===== config.mk =====
export PLATFORM = sky130hd
export DESIGN_NAME = adaptive_window_arq_sender_unit
export DESIGN_NICKNAME = d
export VERILOG_FILES = /design/src/hdl/awas_pkg.sv /design/src/hdl/adaptive_window_arq_sender_unit.sv /design/src/hdl/awas_core.sv /design/src/hdl/awas_out_queue.sv
export SDC_FILE = /design/constraint.sdc
export NUM_CORES = 1
export LEC_CHECK = 0
export BUFFER_PORTS_ARGS = -buffer_cell sky130_fd_sc_hd__clkbuf_2
export CAP_MARGIN = 25
export CELL_PAD_IN_SITES_DETAIL_PLACEMENT = 1
export CELL_PAD_IN_SITES_GLOBAL_PLACEMENT = 1
export CORE_UTILIZATION = 35
export CTS_CLUSTER_SIZE = 20
export DETAILED_ROUTE_END_ITERATION = 10
export GPL_ROUTABILITY_DRIVEN = 0
export PLACE_DENSITY = 0.73
export SETUP_SLACK_MARGIN = 0.2
export SKIP_CTS_REPAIR_TIMING = 1
export SYNTH_ARGS = -nofsm -noshare
export SYNTH_HDL_FRONTEND = slang
export SYNTH_SLANG_ARGS = --single-unit

===== constraint.sdc =====
create_clock -name clock -period 10.45 [get_ports clock]
set_clock_uncertainty 0.15 [all_clocks]
set_input_delay 0.5225 -clock clock [delete_from_list [all_inputs] [get_ports clock]]
set_output_delay 0.5225 -clock clock [all_outputs]
set_load 0.03 [all_outputs]

===== src/hdl/awas_pkg.sv =====
// Types, codes and checksum function of the ARQ sender.
`timescale 1ns / 1ps
`default_nettype none
package awas_pkg;

   localparam logic [2:0] OP_OPEN  = 3'd0;
   localparam logic [2:0] OP_SEND  = 3'd1;
   localparam logic [2:0] OP_CLOSE = 3'd2;
   localparam logic [2:0] OP_RECV  = 3'd3;
   localparam logic [2:0] OP_TICK  = 3'd4;

   localparam logic [2:0] PKT_SYN    = 3'd0;
   localparam logic [2:0] PKT_SYNACK = 3'd1;
   localparam logic [2:0] PKT_ACK    = 3'd2;
   localparam logic [2:0] PKT_DATA   = 3'd4;
   localparam logic [2:0] PKT_FIN    = 3'd5;
   localparam logic [2:0] PKT_FINACK = 3'd6;

   localparam logic [2:0] ST_OK          = 3'd0;
   localparam logic [2:0] ST_WINDOW_FULL = 3'd1;
   localparam logic [2:0] ST_BAD_SUM     = 3'd2;
   localparam logic [2:0] ST_LINK_LOST   = 3'd3;
   localparam logic [2:0] ST_WRONG_PHASE = 3'd4;

   localparam logic [1:0] PH_IDLE    = 2'd0;
   localparam logic [1:0] PH_WAITSYN = 2'd1;
   localparam logic [1:0] PH_OPEN    = 2'd2;
   localparam logic [1:0] PH_WAITFIN = 2'd3;

   localparam logic REG_TIMEOUT = 1'b0;
   localparam logic REG_RESENDS = 1'b1;

   localparam logic [15:0] TIMEOUT_RESET = 16'd1000;
   localparam logic [3:0]  RESENDS_RESET = 4'd5;
   localparam logic [3:0]  RESEND_SAT    = 4'd15;
   localparam logic [7:0]  SYN_SEQ       = 8'd1;

   typedef struct packed {
      logic [2:0]  op;
      logic [7:0]  data_byte;
      logic [7:0]  start_seq;
      logic [2:0]  rx_type;
      logic [7:0]  rx_seq;
      logic [15:0] rx_checksum;
   } req_type;

   typedef struct packed {
      logic [2:0] ptype;
      logic [7:0] seq;
      logic [7:0] payload;
   } hist_type;

   typedef struct packed {
      logic        packet_valid;
      logic [2:0]  out_type;
      logic [7:0]  out_seq;
      logic [15:0] out_checksum;
      logic [7:0]  out_data;
      logic [2:0]  status;
      logic [1:0]  link_phase;
      logic        fast_mode;
      logic        last_of_run;
   } result_type;

   // Sum never exceeds 517, so the end-around carry never fires.
   function automatic logic [15:0] pkt_sum(logic [2:0] t, logic [7:0] s, logic [7:0] b);
      logic [9:0] sum;
      sum = {7'd0, t} + {2'd0, s};
      if (t == PKT_DATA) begin
         sum = sum + {2'd0, b};
      end
      return ~{6'd0, sum};
   endfunction

endpackage
`default_nettype wire


===== src/hdl/adaptive_window_arq_sender_unit.sv =====
// Top level of the ARQ sender: input register, control registers, core and result queue.
//
//   channel   dir   beat contents
//   req_*     in    one operation (open, send, close, received packet, tick)
//   rsp_*     out   one result; a fast-mode expiry gives two beats, tlast on the second
//   csr_*     in    APB writes and reads of timeout_ticks (0x0) and max_resends (0x4)
//
// One operation per cycle while the queue has room: input register, then one pass of logic
// into the result queue; the first rsp beat comes from a queue slot.
// A fast-mode expiry needs both queue entries free, so it may wait for the queue to drain.
// Reset is synchronous, active high; it clears the link state and the send history.
// Stalls on rsp back up through the queue into req_tready.
`timescale 1ns / 1ps
`default_nettype none
module adaptive_window_arq_sender_unit (
   input  wire logic        clock,
   input  wire logic        reset,
   input  wire logic        req_tvalid,
   output logic             req_tready,
   input  wire logic [47:0] req_tdata,   // data_byte, start_seq, rx_type, rx_seq, rx_checksum
   input  wire logic [2:0]  req_tuser,   // operation
   output logic             rsp_tvalid,
   input  wire logic        rsp_tready,
   output logic [47:0] rsp_tdata,  // type, seq, checksum, data, status, link_phase, fast_mode
   output logic             rsp_tuser,   // packet_valid
   output logic             rsp_tlast,
   input  wire logic        csr_psel,
   input  wire logic        csr_penable,
   input  wire logic        csr_pwrite,
   input  wire logic [2:0]  csr_paddr,
   input  wire logic [31:0] csr_pwdata,
   output logic [31:0]      csr_prdata,
   output logic             csr_pready
);

   logic                 in_valid_ff, in_valid_in;
   awas_pkg::req_type    in_req_ff;
   logic [15:0]          timeout_ff;
   logic [3:0]           resends_ff;
   logic                 fire, two;
   logic [1:0]           free_slots;
   awas_pkg::result_type res0, res1, head;

   assign csr_pready = 1'b1;

   always_comb begin
      unique case (csr_paddr[2])
         awas_pkg::REG_TIMEOUT: csr_prdata = {16'd0, timeout_ff};
         awas_pkg::REG_RESENDS: csr_prdata = {28'd0, resends_ff};
         default:               csr_prdata = 32'd0;
      endcase
   end

   always_ff @(posedge clock) begin
      if (reset) begin
         timeout_ff <= awas_pkg::TIMEOUT_RESET;
         resends_ff <= awas_pkg::RESENDS_RESET;
      end else if (csr_psel && csr_penable && csr_pwrite && csr_pready) begin
         if (csr_paddr[2] == awas_pkg::REG_TIMEOUT) begin
            timeout_ff <= csr_pwdata[15:0];
         end else begin
            resends_ff <= csr_pwdata[3:0];
         end
      end
   end

   // advance only when the queue has room for every result of this beat
   assign fire        = in_valid_ff && (two ? (free_slots == 2'd2) : (free_slots != 2'd0));
   assign req_tready  = !in_valid_ff || fire;
   assign in_valid_in = (req_tvalid && req_tready) ? 1'b1 : (fire ? 1'b0 : in_valid_ff);

   always_ff @(posedge clock) begin
      if (reset) begin
         in_valid_ff <= 1'b0;
      end else begin
         in_valid_ff <= in_valid_in;
      end
   end

   always_ff @(posedge clock) begin
      if (req_tvalid && req_tready) begin
         in_req_ff <= '{op: req_tuser, data_byte: req_tdata[7:0],
                        start_seq: req_tdata[15:8], rx_type: req_tdata[18:16],
                        rx_seq: req_tdata[26:19], rx_checksum: req_tdata[42:27]};
      end
   end

   awas_core u_core (
      .clock         (clock),
      .reset         (reset),
      .fire          (fire),
      .req           (in_req_ff),
      .timeout_ticks (timeout_ff),
      .max_resends   (resends_ff),
      .res0          (res0),
      .res1          (res1),
      .two           (two)
   );

   awas_out_queue u_queue (
      .clock      (clock),
      .reset      (reset),
      .push       (fire),
      .push_two   (two),
      .res0       (res0),
      .res1       (res1),
      .pop_ready  (rsp_tready),
      .head_valid (rsp_tvalid),
      .head       (head),
      .free_slots (free_slots)
   );

   assign rsp_tuser = head.packet_valid;
   assign rsp_tlast = head.last_of_run;
   assign rsp_tdata = {7'd0, head.fast_mode, head.link_phase, head.status, head.out_data,
                       head.out_checksum, head.out_seq, head.out_type};

endmodule
`default_nettype wire


===== src/hdl/awas_core.sv =====
// Protocol state and single-pass next-state and result logic of the ARQ sender.
`timescale 1ns / 1ps
`default_nettype none
module awas_core (
   input  wire logic                 clock,
   input  wire logic                 reset,
   input  wire logic                 fire,
   input  wire awas_pkg::req_type    req,
   input  wire logic [15:0]          timeout_ticks,
   input  wire logic [3:0]           max_resends,
   output awas_pkg::result_type      res0,
   output awas_pkg::result_type      res1,
   output logic                      two
);

   logic [1:0]         phase_ff, phase_in;
   logic [7:0]         base_ff, base_in;
   logic [7:0]         next_seq_ff, next_seq_in;
   logic               fast_ff, fast_in;
   logic [3:0]         resend_ff, resend_in;
   logic [15:0]        timer_left_ff, timer_left_in;
   logic               timer_run_ff, timer_run_in;
   awas_pkg::hist_type hist0_ff, hist0_in;
   awas_pkg::hist_type hist1_ff, hist1_in;

   logic               pkt0_v, pkt1_v;
   awas_pkg::hist_type pkt0, pkt1;
   logic [2:0]         status;
   logic [7:0]         span, nb;
   logic [3:0]         cnt_inc;

   function automatic awas_pkg::result_type make_result(
      logic v, awas_pkg::hist_type h, logic [2:0] st, logic [1:0] ph, logic f, logic last);
      awas_pkg::result_type r;
      r = '0;
      if (v) begin
         r.packet_valid = 1'b1;
         r.out_type     = h.ptype;
         r.out_seq      = h.seq;
         r.out_checksum = awas_pkg::pkt_sum(h.ptype, h.seq, h.payload);
         r.out_data     = (h.ptype == awas_pkg::PKT_DATA) ? h.payload : 8'd0;
      end
      r.status      = st;
      r.link_phase  = ph;
      r.fast_mode   = f;
      r.last_of_run = last;
      return r;
   endfunction

   always_comb begin
      phase_in      = phase_ff;
      base_in       = base_ff;
      next_seq_in   = next_seq_ff;
      fast_in       = fast_ff;
      resend_in     = resend_ff;
      timer_left_in = timer_left_ff;
      timer_run_in  = timer_run_ff;
      hist0_in      = hist0_ff;
      hist1_in      = hist1_ff;
      status        = awas_pkg::ST_OK;
      pkt0_v        = 1'b0;
      pkt1_v        = 1'b0;
      pkt0          = '0;
      pkt1          = '0;
      two           = 1'b0;
      span          = next_seq_ff - base_ff;
      nb            = req.rx_seq + 8'd1;
      cnt_inc       = (resend_ff == awas_pkg::RESEND_SAT) ? awas_pkg::RESEND_SAT
                                                          : resend_ff + 4'd1;
      unique case (req.op)
         awas_pkg::OP_OPEN: begin
            if (phase_ff != awas_pkg::PH_IDLE) begin
               status = awas_pkg::ST_WRONG_PHASE;
            end else begin
               pkt0_v        = 1'b1;
               pkt0          = '{ptype: awas_pkg::PKT_SYN, seq: awas_pkg::SYN_SEQ,
                                 payload: 8'd0};
               hist1_in      = hist0_ff;
               hist0_in      = pkt0;
               base_in       = req.start_seq;
               next_seq_in   = req.start_seq;
               phase_in      = awas_pkg::PH_WAITSYN;
               resend_in     = 4'd0;
               timer_left_in = timeout_ticks;
               timer_run_in  = 1'b1;
            end
         end
         awas_pkg::OP_SEND: begin
            if (phase_ff != awas_pkg::PH_OPEN) begin
               status = awas_pkg::ST_WRONG_PHASE;
            end else if (span >= {7'd0, fast_ff} + 8'd1) begin
               status = awas_pkg::ST_WINDOW_FULL;
            end else begin
               pkt0_v = 1'b1;
               pkt0   = '{ptype: awas_pkg::PKT_DATA, seq: next_seq_ff,
                          payload: req.data_byte};
               if (base_ff == next_seq_ff) begin
                  resend_in     = 4'd0;
                  timer_left_in = timeout_ticks;
                  timer_run_in  = 1'b1;
               end
               hist1_in    = hist0_ff;
               hist0_in    = pkt0;
               next_seq_in = next_seq_ff + 8'd1;
            end
         end
         awas_pkg::OP_CLOSE: begin
            if (phase_ff != awas_pkg::PH_OPEN) begin
               status = awas_pkg::ST_WRONG_PHASE;
            end else begin
               pkt0_v        = 1'b1;
               pkt0          = '{ptype: awas_pkg::PKT_FIN, seq: next_seq_ff, payload: 8'd0};
               hist1_in      = hist0_ff;
               hist0_in      = pkt0;
               phase_in      = awas_pkg::PH_WAITFIN;
               resend_in     = 4'd0;
               timer_left_in = timeout_ticks;
               timer_run_in  = 1'b1;
            end
         end
         awas_pkg::OP_RECV: begin
            if (awas_pkg::pkt_sum(req.rx_type, req.rx_seq, req.data_byte)
                != req.rx_checksum) begin
               status = awas_pkg::ST_BAD_SUM;
            end else if (phase_ff == awas_pkg::PH_WAITSYN
                         && req.rx_type == awas_pkg::PKT_SYNACK) begin
               phase_in      = awas_pkg::PH_OPEN;
               timer_left_in = 16'd0;
               timer_run_in  = 1'b0;
               resend_in     = 4'd0;
            end else if (phase_ff == awas_pkg::PH_WAITFIN
                         && req.rx_type == awas_pkg::PKT_FINACK) begin
               phase_in      = awas_pkg::PH_IDLE;
               timer_left_in = 16'd0;
               timer_run_in  = 1'b0;
               resend_in     = 4'd0;
            end else if (phase_ff == awas_pkg::PH_OPEN
                         && req.rx_type == awas_pkg::PKT_ACK) begin
               // accept only an ack that lands inside the outstanding span
               if (8'(nb - base_ff) <= span) begin
                  base_in = nb;
                  if (nb == next_seq_ff) begin
                     timer_left_in = 16'd0;
                     timer_run_in  = 1'b0;
                     resend_in     = 4'd0;
                     fast_in       = 1'b1;
                  end else begin
                     timer_left_in = timeout_ticks;
                     timer_run_in  = 1'b1;
                  end
               end
            end
         end
         awas_pkg::OP_TICK: begin
            if (timer_run_ff) begin
               if (timer_left_ff > 16'd1) begin
                  timer_left_in = timer_left_ff - 16'd1;
               end else if (cnt_inc >= max_resends) begin
                  status        = awas_pkg::ST_LINK_LOST;
                  phase_in      = awas_pkg::PH_IDLE;
                  timer_left_in = 16'd0;
                  timer_run_in  = 1'b0;
                  fast_in       = 1'b0;
                  resend_in     = 4'd0;
               end else begin
                  // resend newest first, then the older one in fast mode
                  resend_in     = cnt_inc;
                  pkt0_v        = 1'b1;
                  pkt0          = hist0_ff;
                  pkt1_v        = fast_ff;
                  pkt1          = hist1_ff;
                  two           = fast_ff;
                  fast_in       = 1'b0;
                  timer_left_in = timeout_ticks;
                  timer_run_in  = 1'b1;
               end
            end
         end
         default: begin
         end
      endcase
      res0 = make_result(pkt0_v, pkt0, status, phase_in, fast_in, !two);
      res1 = make_result(pkt1_v, pkt1, status, phase_in, fast_in, 1'b1);
   end

   always_ff @(posedge clock) begin
      if (reset) begin
         phase_ff      <= awas_pkg::PH_IDLE;
         base_ff       <= 8'd0;
         next_seq_ff   <= 8'd0;
         fast_ff       <= 1'b0;
         resend_ff     <= 4'd0;
         timer_left_ff <= 16'd0;
         timer_run_ff  <= 1'b0;
         hist0_ff      <= '0;
         hist1_ff      <= '0;
      end else if (fire) begin
         phase_ff      <= phase_in;
         base_ff       <= base_in;
         next_seq_ff   <= next_seq_in;
         fast_ff       <= fast_in;
         resend_ff     <= resend_in;
         timer_left_ff <= timer_left_in;
         timer_run_ff  <= timer_run_in;
         hist0_ff      <= hist0_in;
         hist1_ff      <= hist1_in;
      end
   end

endmodule
`default_nettype wire


===== src/hdl/awas_out_queue.sv =====
// Two-entry result queue that takes one or two results per cycle.
`timescale 1ns / 1ps
`default_nettype none
module awas_out_queue (
   input  wire logic                 clock,
   input  wire logic                 reset,
   input  wire logic                 push,
   input  wire logic                 push_two,
   input  wire awas_pkg::result_type res0,
   input  wire awas_pkg::result_type res1,
   input  wire logic                 pop_ready,
   output logic                      head_valid,
   output awas_pkg::result_type      head,
   output logic [1:0]                free_slots
);

   awas_pkg::result_type slot0_ff, slot0_in;
   awas_pkg::result_type slot1_ff, slot1_in;
   logic [1:0]           count_ff, count_in;
   logic [1:0]           after;
   logic                 pop;

   assign head_valid = (count_ff != 2'd0);
   assign head       = slot0_ff;

   always_comb begin
      pop        = head_valid && pop_ready;
      after      = count_ff - {1'b0, pop};
      free_slots = 2'd2 - after;
      slot0_in   = slot0_ff;
      slot1_in   = slot1_ff;
      count_in   = after;
      if (pop) begin
         slot0_in = slot1_ff;
      end
      if (push) begin
         if (after == 2'd0) begin
            slot0_in = res0;
            if (push_two) begin
               slot1_in = res1;
            end
         end else begin
            slot1_in = res0;
         end
         count_in = after + (push_two ? 2'd2 : 2'd1);
      end
   end

   always_ff @(posedge clock) begin
      if (reset) begin
         count_ff <= 2'd0;
      end else begin
         count_ff <= count_in;
      end
   end

   always_ff @(posedge clock) begin
      slot0_ff <= slot0_in;
      slot1_ff <= slot1_in;
   end

endmodule
`default_nettype wire


Word level (Yosys, flattened, before mapping). Cells that the tools add are included.

Equal/unequal tests: 35. Order comparisons: 4. Reductions and logical operators: 30. $add $sub $neg: 16. Bitwise gates (word level): 4. Muxes and demuxes: 136.

Operators with widths (count): $mux W19 (18); $mux W16 (14); $mux W43 (5); $pmux W19 S3 (2); $mux W8 (10); $pmux W16 S5 (1); $pmux W19 S4 (1); $pmux W32 S2 (1); $mux W10 (6); $mux W4 (15); $not A10 Y16 (3); $mux W1 (36); $mux W36 (1); $pmux W8 S2 (2); $add A10 B8 Y10 (3); $add A3 B8 Y9 (3); $mux W2 (12); $ne A2 B2 Y1 const B (10); $pmux W4 S5 (1); $add A8 B1 Y8 const B (2); $eq A8 B8 Y1 (2); $gt A16 B1 Y1 const B (1); $ne A16 B16 Y1 (1); $sub A16 B1 Y16 const B (1); other kinds (40) (74).

Word-level logic and storage cells: 266. Input port bits: 93. Register bits after elaboration: 233.

Logic depth before layout (Yosys ltp).
Word-level depth: 15. Mapped depth: 27. Depth with buffers taken out: 25.

Modules after synthesis. From an unflattened synthesis, not the netlist that was laid out.

Cell total of the unflattened synthesis: 1717. Area, all modules: 15293.4 um^2.

By module, submodules not included: awas_core (instances 1, cells an instance 1178, area an instance 8804.7 um^2); awas_out_queue (instances 1, cells an instance 351, area an instance 3828.7 um^2); adaptive_window_arq_sender_unit (instances 1, cells an instance 188, area an instance 2660.1 um^2).

Worst setup path after synthesis. OpenSTA, ideal clock, no wires.

Kind: register to register. Start: reg u_core.resend_ff[0]. End: reg in_req_ff[0] (netlist bit) (enable). Arrival: 4.763 ns. Slack: 5.060 ns. Required time: 9.823 ns. Cell stages (with the launch flop): 15. Path through: dfxtp_1 -> ha_1 -> nand3_1 -> and2_1 -> ha_1 -> nand2b_1 -> a2111o_1 -> a21oi_1 -> buf_2 -> and3_1 -> buf_4 -> buf_2 -> nand2_1 -> nand2_1 -> a31oi_1.

Word-level cells in the longest chain between the ends: 11. Elaborated cells on any way between the ends: 12. Those cells by class: add/sub: 1; order compare: 1; eq/ne: 1; mux: 6; reduce/logical: 3.

Ends and longest elaborated chain: start, declared (RTL line awas_core.sv:20) `logic [3:0] resend_ff, resend_in;`; start signal, assigned (RTL line awas_core.sv:202) `resend_ff <= resend_in;`; $add A4 B1 Y4 or $eq A4 B4 Y1 (tied branches) (RTL line awas_core.sv:69, awas_core.sv:68); $mux W4 * (RTL line awas_core.sv:68) `cnt_inc = (resend_ff == awas_pkg::RESEND_SAT) ? awas_pkg::RESEND_SAT`; $ge A4 B4 Y1 * (RTL line awas_core.sv:158) `end else if (cnt_inc >= max_resends) begin`; $mux W1 * (RTL line awas_core.sv:158); $mux W1 * (RTL line awas_core.sv:156) `if (timer_left_ff > 16'd1) begin`; $mux W1 * (RTL line awas_core.sv:155) `if (timer_run_ff) begin`; $mux W1 * (RTL line awas_core.sv:70) `unique case (req.op)`; $mux W1 * (RTL line adaptive_window_arq_sender_unit.sv:68) `assign fire = in_valid_ff && (two ? (free_slots == 2'd2) : (free_slots != 2'd0));`; $logic_and A1 B1 Y1 * (RTL line adaptive_window_arq_sender_unit.sv:68); $logic_or A1 B1 Y1 * (RTL line adaptive_window_arq_sender_unit.sv:69) `assign req_tready = !in_valid_ff || fire;`; $logic_and A1 B1 Y1 * (RTL line adaptive_window_arq_sender_unit.sv:81) `if (req_tvalid && req_tready) begin`; end signal, assigned (RTL line adaptive_window_arq_sender_unit.sv:82) `in_req_ff <= '{op: req_tuser, data_byte: req_tdata[7:0],`; end, declared (RTL line adaptive_window_arq_sender_unit.sv:37) `awas_pkg::req_type in_req_ff;`.

Every way passes the cells marked *; elsewhere a longest branch is shown, timed or not. A chain may end at the register's enable or synchronous reset.

Worst setup path after layout.
Start: reg u_core.next_seq_ff[0]. End: reg u_queue.slot1_ff[24] (netlist bit), data pin.

Word-level cells in the longest chain between the ends: 12. Elaborated cells on any way between the ends: 17. Those cells by class: add/sub: 3; order compare: 1; eq/ne: 1; mux: 11; bitwise: 1.

Ends and longest elaborated chain: start, declared (RTL line awas_core.sv:18) `logic [7:0] next_seq_ff, next_seq_in;`; start signal, assigned (RTL line awas_core.sv:200) `next_seq_ff <= next_seq_in;`; $sub A8 B8 Y8 (RTL line awas_core.sv:66) `span = next_seq_ff - base_ff;`; $ge A8 B8 Y1 (RTL line awas_core.sv:91) `end else if (span >= {7'd0, fast_ff} + 8'd1) begin`; $mux W19 (RTL line awas_core.sv:91); $mux W19 (RTL line awas_core.sv:89) `if (phase_ff != awas_pkg::PH_OPEN) begin`; $pmux W19 S4 (RTL line awas_core.sv:70); $add A3 B8 Y9 (RTL line awas_pkg.sv:68) `sum = {7'd0, t} + {2'd0, s};`; $add A10 B8 Y10 (RTL line awas_pkg.sv:70) `sum = sum + {2'd0, b};`; $mux W10 (RTL line awas_pkg.sv:69) `if (t == PKT_DATA) begin`; $mux W10 (RTL line awas_core.sv:36) `if (v) begin`; $not A10 Y16 (RTL line awas_pkg.sv:72) `return ~{6'd0, sum};`; $mux W36 * (RTL line awas_core.sv:36); $mux W43 * (RTL line awas_out_queue.sv:37) `if (after == 2'd0) begin`; end signal, assigned (RTL line awas_out_queue.sv:59) `slot1_ff <= slot1_in;`; end, declared (RTL line awas_out_queue.sv:18) `awas_pkg::result_type slot1_ff, slot1_in;`.

Every way passes the cells marked *; elsewhere a longest branch is shown, timed or not. The select of a mux whose other input is x is not followed.

==> metrics.md <==
| Metric | Value |
|---|---|
| Outcome | complete, no violations |
| WS Path Type | reg -> reg |
| Non-Filler Instances | 2268 |
| Initial antenna violation count | 0 |
| CP required | around 11 ns |
| Final Setup Violations | 0 |
| Slowest stage cell on the critical path | o21ai_0 |
| DR DRC count | 0 |
| Net count, final | 1896 |
| Largest net degree at the start of global routing | 90 |
| Routed wire per std cell | ~19 microns |
| Filler cells | 4670 |
| Area Growth Syn to Fin | 15.71% |
| Mapped cell area | between 0.01 and 0.015 sq mm |
| Die Y | 201.3 microns |
| All-Layer GR Usage | 0.2047 |
| Worst Reg2Reg Path Length in Cells | 23 |
| Syn_area_per_cell | 8.633 sq um |
| RSZ-0062 raised after global routing | no |
| Mapped Cells | 1611 |
| Worst Max-Slew Pin Slew | 1.106 ns |
| CP Capture Type | register |
| Most frequent cells in the layout | nand2_1 (277), dfxtp_1 (142), clkbuf_2 (129) |
| DP Wirelength | 31520 microns |
| Commonest non-fill, non-tap cell in the layout | nand2_1 |
| Slew HR | 0.2573 |
| DIE AREA | 0.04054 sq mm |
| Worst IR Drop VDD | about 140 uV |
| Count of cell types in the netlist | 104 |
| Main synth FF type | dfxtp_1 |
| Via-per-instance ratio | 5.446 |
| Antenna cells | 0 |
| Hold violation count in the final report | 0 |
| Worst-path maximum fanout | 12 |
| Final Cycle Share | 0.6080 |
| Pins Over Slew Limit | 0 |
| Clk buf depth | 3 |
| Share of cells above drive strength 1 | 0.1429 |
| Seq/Total Area, Yosys | 0.3814 |
| Synth Warn # | 0 |
| CTS tree | built |
| DR vias | 12350 |
| I/O pin count | approximately 180 |
| Seq cells post-synth | 224 |
| Clock buffer count from CTS | 26 |
| Vias in the first global route | ~12000 |
| Min-Delay Path Class | in -> reg |
| Minimum clock period | approximately 6.4 ns |
| EDFF count, synth | 82 |
| Pre-antenna DRT Iters | 5 |
| Hold depth | 1 |
| Share of the synthesized area in the top cell type | 0.2044 |
| Top delay family on crit path | compound AO/OA/AOI/OAI gates |
| Worst EP arrival | 6.49 ns |
| Leak | 6.512 nW |
| Starting density of the core | 0.3574 |
| First-iteration detailed-routing DRC count | 699 |
| Biggest area consumer among synthesized cells | dfxtp_1 |
| Stages on the worst setup path | 23 |
| Sink Count | 224 |
| GR Overflow Total | 0 |
| CP Buf/Inv Count | 3 |
| Clock-pin slew on the worst setup and hold paths | ~0.07 ns |
| Drt total wl | 42660 microns |
| Core Rows | 72 |
| PD cells | 222.3 mW/mm^2 |
| Clock latency at the later pin of the worst-skew pair | 0.56 ns |
| First-pass GRT wire length | 66990 microns |
| DRT antenna net count | 0 |
| Max Cap Viol | 0 |
| Util after Layout | 0.4135 |
| Placed Instances | 2183 |
| Async S/R FF share, synth | 0 |
| Maximum clock rate | 0.1574 GHz |
| Critical-path cell list | inv_1, ha_1, inv_1, fa_1, a211oi_1, nor2_1, o21ai_0, a211oi_4, a31o_4, a221o_1, ha_1, ha_1, a21oi_1, a21oi_1, xor2_1, inv_1, ha_1, a21oi_1, o21bai_1, a21oi_1, o21ba_2, o31ai_2, o21bai_1 |
| Total power draw | 3.577 mW |
| CP peak stage delay | approximately 0.48 ns |
| Top cells by area, synth | dfxtp_1 (20%), edfxtp_1 (18%), nand2_1 (7.5%) |
| Setup_tns | 0 ns |
| Die Width | 201.3 microns |
| Core area | 0.03892 sq mm |
| Htree depth | 1 |
| Root Buffer | clkbuf_16 |
| Type of origin of the critical path | register |
| PortBufs | 130 |
| Fin Hold WS | 0.0004934 ns |
==> per-layer routing <==
metal / global-route usage / wire length [microns] / vias to the layer above
met4: 0.05925 / 1013 / 0
met2: 0.3360 / 19900 / 277
met3: 0.02932 / 1797 / 65
li1: - / - / 5960
met5: 0 / 0 / -
met1: 0.2783 / 19950 / 6050
==> sequential cells by signal, indices dropped and copies added, names as in the netlist <==
name	flops
u_core.timer_left_ff	16
u_core.fast_ff	1
in_valid_ff	1
u_core.resend_ff	4
resends_ff	4
u_queue.head	43
u_core.base_ff	8
u_core.timer_run_ff	1
u_core.hist1_ff	18
u_queue.slot1_ff	36
u_core.phase_ff	2
u_core.hist0_ff	18
timeout_ff	16
u_core.next_seq_ff	8
u_queue.count_ff	2
in_req_ff	46
==> metrics by stage <==
| stage | cell area, sq um | setup slack [ns] |
|---|---|---|
| after floorplan | 13990 | 5.060 |
| after global placement | 14820 | 4.378 |
| after detailed placement | 14820 | 4.254 |
| after CTS | 15700 | 4.198 |
| after global routing | 16090 | 3.810 |
| final | 16090 | 4.096 |
==> worst paths after layout <==
check | startpoint | end | slack, ns
max | u_core.next_seq_ff[0] | u_queue.slot1_ff[24] | 4.10
min | req_tdata[39] | in_req_ff[12] | 0.0005
max reg2reg | u_core.next_seq_ff[0] | u_queue.slot1_ff[24] | 4.10
min reg2reg | u_queue.head[25] | u_queue.head[25] | 0.30
==> layout make-up <==
class	instances	area [sq um]	share of cell area
multi-input combinational	1236	7886	0.4900
inverter	61	229.0	0.01423
tap	518	648.1	0.04027
sequential	224	5305	0.3297
clock buffer	39	813.3	0.05054
timing repair buffer	181	1151	0.07153
clock inverter	9	60.06	0.003732
==> logic make-up (layout without fill, tap and decap cells) <==
group	Yosys count	after routing	synth area share
xor gates and xnor gates	76	76	0.04984
buffers and inverters	173	290	0.05973
muxes	37	37	0.02879
DFF	224	224	0.3814
and+or+nand+nor	607	607	0.2041
adders and majority gates	73	73	0.06891
AOI/OAI and AO/OA	419	419	0.2066
other	2	24	0.0005400
==> worst reg2reg max path, delay by kind of cell (launching register included) <==
kind	cells	cell delay, ns
XOR/XNOR	1	0.20
AND/OR/NAND/NOR	1	0.16
buffers and inverters	3	0.43
adder cells (fa/ha/maj)	5	1.45
flip-flops	1	0.43
AO/OA/AOI/OAI	13	3.25
==> cell usage after synthesis (all sizes together), types with 7 or more instances <==
cell and instances:
o21a 12, nor3b 9, nand2b 16, o311ai 7
clkbuf 54, a211oi 29, nand4 8, a22oi 25
a31oi 13, edfxtp 82, nor2b 23, or3 11
nand2 278, nor2 117, mux2 12, xor2 30
mux2i 25, and2 21, and3 16, o21ai 82
nor4 13, o31ai 7, xnor2 44, a21o 14
o22ai 11, a21oi 121, o211ai 16, nand3 50
dfxtp 142, nor3 20, a32oi 11, or2 8
ha 67, inv 60, buf 58, a32o 9
==> power breakdown <==
group	switching (mW)	internal, mW	leakage (nW)
sequential	0.122	1.10	1.94
clock	0.376	0.539	0.436
combinational	0.948	0.495	4.14
total	1.45	2.13	6.51
Power figures use the tool's default switching activity.
